$ cat src/mbau_pkg.sv
// Shared types, constants and helpers for the 50-bit modular Barrett ALU.
// Used by every module of the block.
package mbau_pkg;

    localparam int DIGIT_BITS = 52;
    localparam int RES_BITS   = 50;
    localparam int WORD_BITS  = 64;
    localparam int PROD_BITS  = 2 * DIGIT_BITS;
    localparam int NSTG       = 17;

    localparam logic [3:0] MODE_MUL        = 4'd0;
    localparam logic [3:0] MODE_MUL_ADD    = 4'd1;
    localparam logic [3:0] MODE_MUL_SUB    = 4'd2;
    localparam logic [3:0] MODE_ADD        = 4'd3;
    localparam logic [3:0] MODE_SUB        = 4'd4;
    localparam logic [3:0] MODE_NEG        = 4'd5;
    localparam logic [3:0] MODE_RED64      = 4'd6;
    localparam logic [3:0] MODE_RED_SIGNED = 4'd7;
    localparam logic [3:0] MODE_RED_WIDE   = 4'd8;

    localparam logic [2:0] CFG_MODULUS  = 3'd0;
    localparam logic [2:0] CFG_FACTOR   = 3'd1;
    localparam logic [2:0] CFG_SHIFT    = 3'd2;
    localparam logic [2:0] CFG_FOLD_ONE = 3'd3;
    localparam logic [2:0] CFG_FOLD_TWO = 3'd4;

    typedef struct packed {
        logic [NSTG-1:0] en;
        logic [NSTG-1:0] vld;
    } t_pipe_ctl;

    typedef struct packed {
        logic [3:0]          mode;
        logic                last;
        logic                neg;
        logic [RES_BITS-1:0] acc;
        logic [RES_BITS-1:0] simple;
    } t_side;

    // subtract q when that does not wrap
    function automatic logic [WORD_BITS-1:0] f_min_sub(input logic [WORD_BITS-1:0] v,
                                                       input logic [RES_BITS-1:0] q);
        logic [WORD_BITS-1:0] w;
        w = v - {{(WORD_BITS-RES_BITS){1'b0}}, q};
        return (w < v) ? w : v;
    endfunction

endpackage

$ cat src/mbau_ctl.sv
// Valid chain and per-stage load enables; a stage loads when it is empty
// or its word moves on. Depends on mbau_pkg.
module mbau_ctl import mbau_pkg::*; (
    input  logic      i_clk,
    input  logic      i_rst_n,
    input  logic      i_in_valid,
    input  logic      i_out_stall,
    output t_pipe_ctl o_ctl
);
    logic [NSTG-1:0] r_vld, n_vld, w_en;

    always_comb begin
        w_en[NSTG-1] = !r_vld[NSTG-1] || !i_out_stall;
        for (int k = NSTG - 2; k >= 0; k--) begin
            w_en[k] = !r_vld[k] || w_en[k+1];
        end
        n_vld[0] = w_en[0] ? i_in_valid : r_vld[0];
        for (int k = 1; k < NSTG; k++) begin
            n_vld[k] = w_en[k] ? r_vld[k-1] : r_vld[k];
        end
    end

    always_ff @(posedge i_clk) begin
        if (!i_rst_n) begin
            r_vld <= '0;
        end else begin
            r_vld <= n_vld;
        end
    end

    assign o_ctl.en  = w_en;
    assign o_ctl.vld = r_vld;
endmodule

$ cat config.mk
export PLATFORM = sky130hd
export DESIGN_NAME = mbau_ctl
export DESIGN_NICKNAME = d
export VERILOG_FILES = /design/src/mbau_pkg.sv /design/src/mbau_ctl.sv
export SDC_FILE = /design/constraint.sdc
export NUM_CORES = 1
export LEC_CHECK = 0
export BUFFER_PORTS_ARGS = -buffer_cell sky130_fd_sc_hd__buf_2
export CORE_UTILIZATION = 38
export DETAILED_ROUTE_END_ITERATION = 10
export PLACE_DENSITY = 0.69
export SLEW_MARGIN = 20
export SYNTH_ARGS = -nofsm -noshare
export SYNTH_HDL_FRONTEND = slang
export SYNTH_SLANG_ARGS = --single-unit
$ cat constraint.sdc
create_clock -name i_clk -period 2.2 [get_ports i_clk]
set_input_delay 0.33 -clock i_clk [delete_from_list [all_inputs] [get_ports i_clk]]
set_output_delay 0.33 -clock i_clk [all_outputs]
set_load 0.03 [all_outputs]
==> load_flow_metrics.sql <==
INSERT INTO impl_metrics (metric_group, metric, value, unit) VALUES
('outcome', 'status', 'finished, final reports clean', ''),
('sta', 'timing.clock.skew', '0.00232', 'ns'),
('synthesis', 'synth_area_per_cell', '8.30', 'um^2'),
('layout', 'num_antenna_cells', '0', ''),
('sta', 'layout_worst_path_cycle_share', '88.5', '%'),
('pwr', 'worst_ir_drop_vdd', '0.294', 'mV'),
('route', 'drt-initial-drc-count', '8', ''),
('sta', 'setup_viol', '0', ''),
('layout', 'fraction_of_final_layout_cells_with_drive_strength_greater_than_1', '34.9', '%'),
('worst_setup_path', 'critical_path_type', 'flop to primary output', ''),
('global_routing', 'antenna_found_initial', '0', ''),
('synthesis', 'synth_top_family_by_area', 'simple AND/OR/NAND/NOR gates', ''),
('sta', 'tightestPinTransition', '0.323', 'ns'),
('synthesis', 'synthesis.instances', '90', ''),
('route', 'routedWlPerCell', '11.7', 'um'),
('route', 'finalWirelength', '1800', 'um'),
('layout', 'syn2layout_area_growth', '31.0', '%'),
('die', 'core', '1780', 'um^2'),
('place', 'port-buffer-count', '37', ''),
('cts', 'cts-buffers-inserted', '3', ''),
('cts', 'hold_buffers', '0', ''),
('hold_path', 'worstHoldPathCells', '3', ''),
('global_routing', 'grt_pass1_wl', '2860', 'um'),
('cts', 'cts-root-to-sink-buffers', '2', ''),
('route', 'ant_nets', '0', ''),
('worst_setup_path', 'startpoint_type', 'flop', ''),
('cts', 'tritoncts_clock_tree', 'done', ''),
('sta', 'totalNegativeSetupSlack', '0', 'ns'),
('route', 'detail_route.vias_per_cell', '5.17', ''),
('route', 'detailroute.via_count', '796', ''),
('cts', 'clk_root_buffer_cell', 'sky130_fd_sc_hd__clkbuf_4', ''),
('layout', 'final_net_count', '134', ''),
('worst_setup_path', 'critical_path_arrival', '1.62', 'ns'),
('die', 'design.die.area', '2150', 'um^2'),
('synthesis', 'synth_seq_cells', '17', ''),
('global_routing', 'grt-ovfl-total', '0', ''),
('synthesis', 'yosys.area_share.adder', '0', '%'),
('route', 'detail_route.drc_violations', '0', ''),
('place', 'dp.cells', '150', ''),
('layout', 'largest_registers', 'r_vld x17', ''),
('layout', 'final_core_utilization', '54.9', '%'),
('global_routing', 'grt_max_degree', '16', ''),
('synthesis', 'synth_simple_gate_area_share', '33.5', '%'),
('synthesis', 'synth_xor_xnor_area_share', '0', '%'),
('worst_setup_path', 'r2r.worst_path.cells', '4', ''),
('pwr', 'power_leakage', '0.392', 'nW'),
('synthesis', 'mappedNetlistNets', '94', ''),
('synthesis', 'synthesis.area', '747', 'um^2'),
('sta', 'fmax', '513', 'MHz'),
('flow_run', 'cap_viol_max_count', '0', ''),
('synthesis', 'synthesis.yosys.warnings', '0', ''),
('cts', 'cts-resized-gates', '0', ''),
('pwr', 'pwr_density_cell', '510', 'nW/um^2'),
('die', 'die_height', '46.3', 'um'),
('synthesis', 'proportion_of_synthesized_area_in_mux_cells', '0', '%'),
('place', 'preCtsSetupSlack', '0.529', 'ns'),
('synthesis', 'seq_total_area_yosys', '45.6', '%'),
('route', 'total_iterations_of_the_first_detailed_routing_run', '4', ''),
('worst_setup_path', 'path_max_fanout', '11', ''),
('layout', 'fill_cells', '174', ''),
('die', 'fp-row-count', '15', ''),
('worst_setup_path', 'critical_path.endpoint_type', 'primary output', ''),
('cts', 'cts-htree-levels', '1', ''),
('synthesis', 'netlist-cell-type-count', '23', ''),
('sta', 'grt_setup_unrepaired', 'no', ''),
('place', 'gp_routability_congestion', '0.759', ''),
('hold_path', 'min-delay-path-class', 'input port to flop', ''),
('place', 'dp.final_hpwl', '1310', 'um'),
('cts', 'numClockSinks', '17', ''),
('die', 'number_of_top_level_pins', '38', ''),
('cts', 'post-cts-setup-buffer-count', '0', '');
## metal layers
metal	vias up	part of all wire, %	track usage (%)
li1	403	-	-
met1	346	46	24.6
met2	43	45	28.3
met3	4	8.4	4.71
met4	0	0.94	10.6
met5	-	0	0
## critical path, stage by stage (launching register included)
cell	delay, ns
sky130_fd_sc_hd__dfxtp_1	0.46
sky130_fd_sc_hd__and4_4	0.29
sky130_fd_sc_hd__and3_4	0.27
sky130_fd_sc_hd__nand4_1	0.12
sky130_fd_sc_hd__buf_2	0.20
## cells in the mapped netlist, drive strengths merged
cell | instances | area, um^2
a41oi | 1 | 8.76
and2 | 1 | 6.26
inv | 6 | 25.0
and4 | 5 | 46.3
o31ai | 2 | 28.8
nor2 | 7 | 26.3
clkbuf | 2 | 7.51
clkinv | 1 | 3.75
nand4 | 7 | 43.8
a21oi | 5 | 25.0
a31oi | 1 | 6.26
nand2 | 14 | 52.6
o21a | 2 | 15.0
nand3 | 9 | 45.0
dfxtp | 17 | 340
o21ai | 5 | 25.0
buf | 1 | 11.3
and3 | 4 | 30.0
## path summary, 6_finish.rpt
path / start / to / slack, ns
worst max-delay path: r_vld[12] / o_ctl[18] / 0.25
worst max register to register: r_vld[12] / r_vld[7] / 0.84
worst min register to register: r_vld[14] / r_vld[15] / 0.48
worst min-delay path: i_in_valid / r_vld[0] / 0.24
## stage by stage
stage / hold WS, ns / total power [W]
CTS: 0.230 / 0.000508
detailed placement: 0.468 / 0.000343
global placement: 0.466 / 0.000343
finish: 0.238 / 0.000499
global route: 0.265 / 0.000528
floorplan: 0.439 / 0.000334
## kinds of logic (layout without fill, tap and decap cells)
family / after synthesis / in the layout
AO/OA/AOI/OAI: 16 / 16
flip-flops: 17 / 17
AND/OR/NAND/NOR: 47 / 47
buffers and inverters: 10 / 49
## final cells by class
class | count | area, um^2 | share of cell area (%)
clock buffer | 4 | 26.3 | 2.69
inverter | 7 | 28.8 | 2.94
multi-input combinational | 63 | 359 | 36.7
sequential | 17 | 340 | 34.8
tap | 25 | 31.3 | 3.20
timing repair buffer | 38 | 193 | 19.7
## power by group
| part | total (W) | internal [W] | leakage (nW) | switching [W] |
|---|---|---|---|---|
| Combinational | 0.0000221 | 0.00000553 | 0.240 | 0.0000166 |
| Sequential | 0.000314 | 0.000310 | 0.137 | 0.00000335 |
| Clock | 0.000163 | 0.0000704 | 0.0150 | 0.0000925 |
## placed cells by master (no fill, tap or decap), types with 2 or more instances in the layout
cell type,n
sky130_fd_sc_hd__dfxtp_1,17
sky130_fd_sc_hd__nand2_1,14
sky130_fd_sc_hd__buf_2,37
sky130_fd_sc_hd__nor2_1,7
sky130_fd_sc_hd__a21oi_1,5
sky130_fd_sc_hd__nand4_1,7
sky130_fd_sc_hd__clkbuf_4,3
sky130_fd_sc_hd__and3_1,3
sky130_fd_sc_hd__and4_1,4
sky130_fd_sc_hd__nand3_1,9
sky130_fd_sc_hd__inv_1,5
sky130_fd_sc_hd__o21ai_0,4
sky130_fd_sc_hd__o21a_1,2
(Power assumes the default switching activity.)
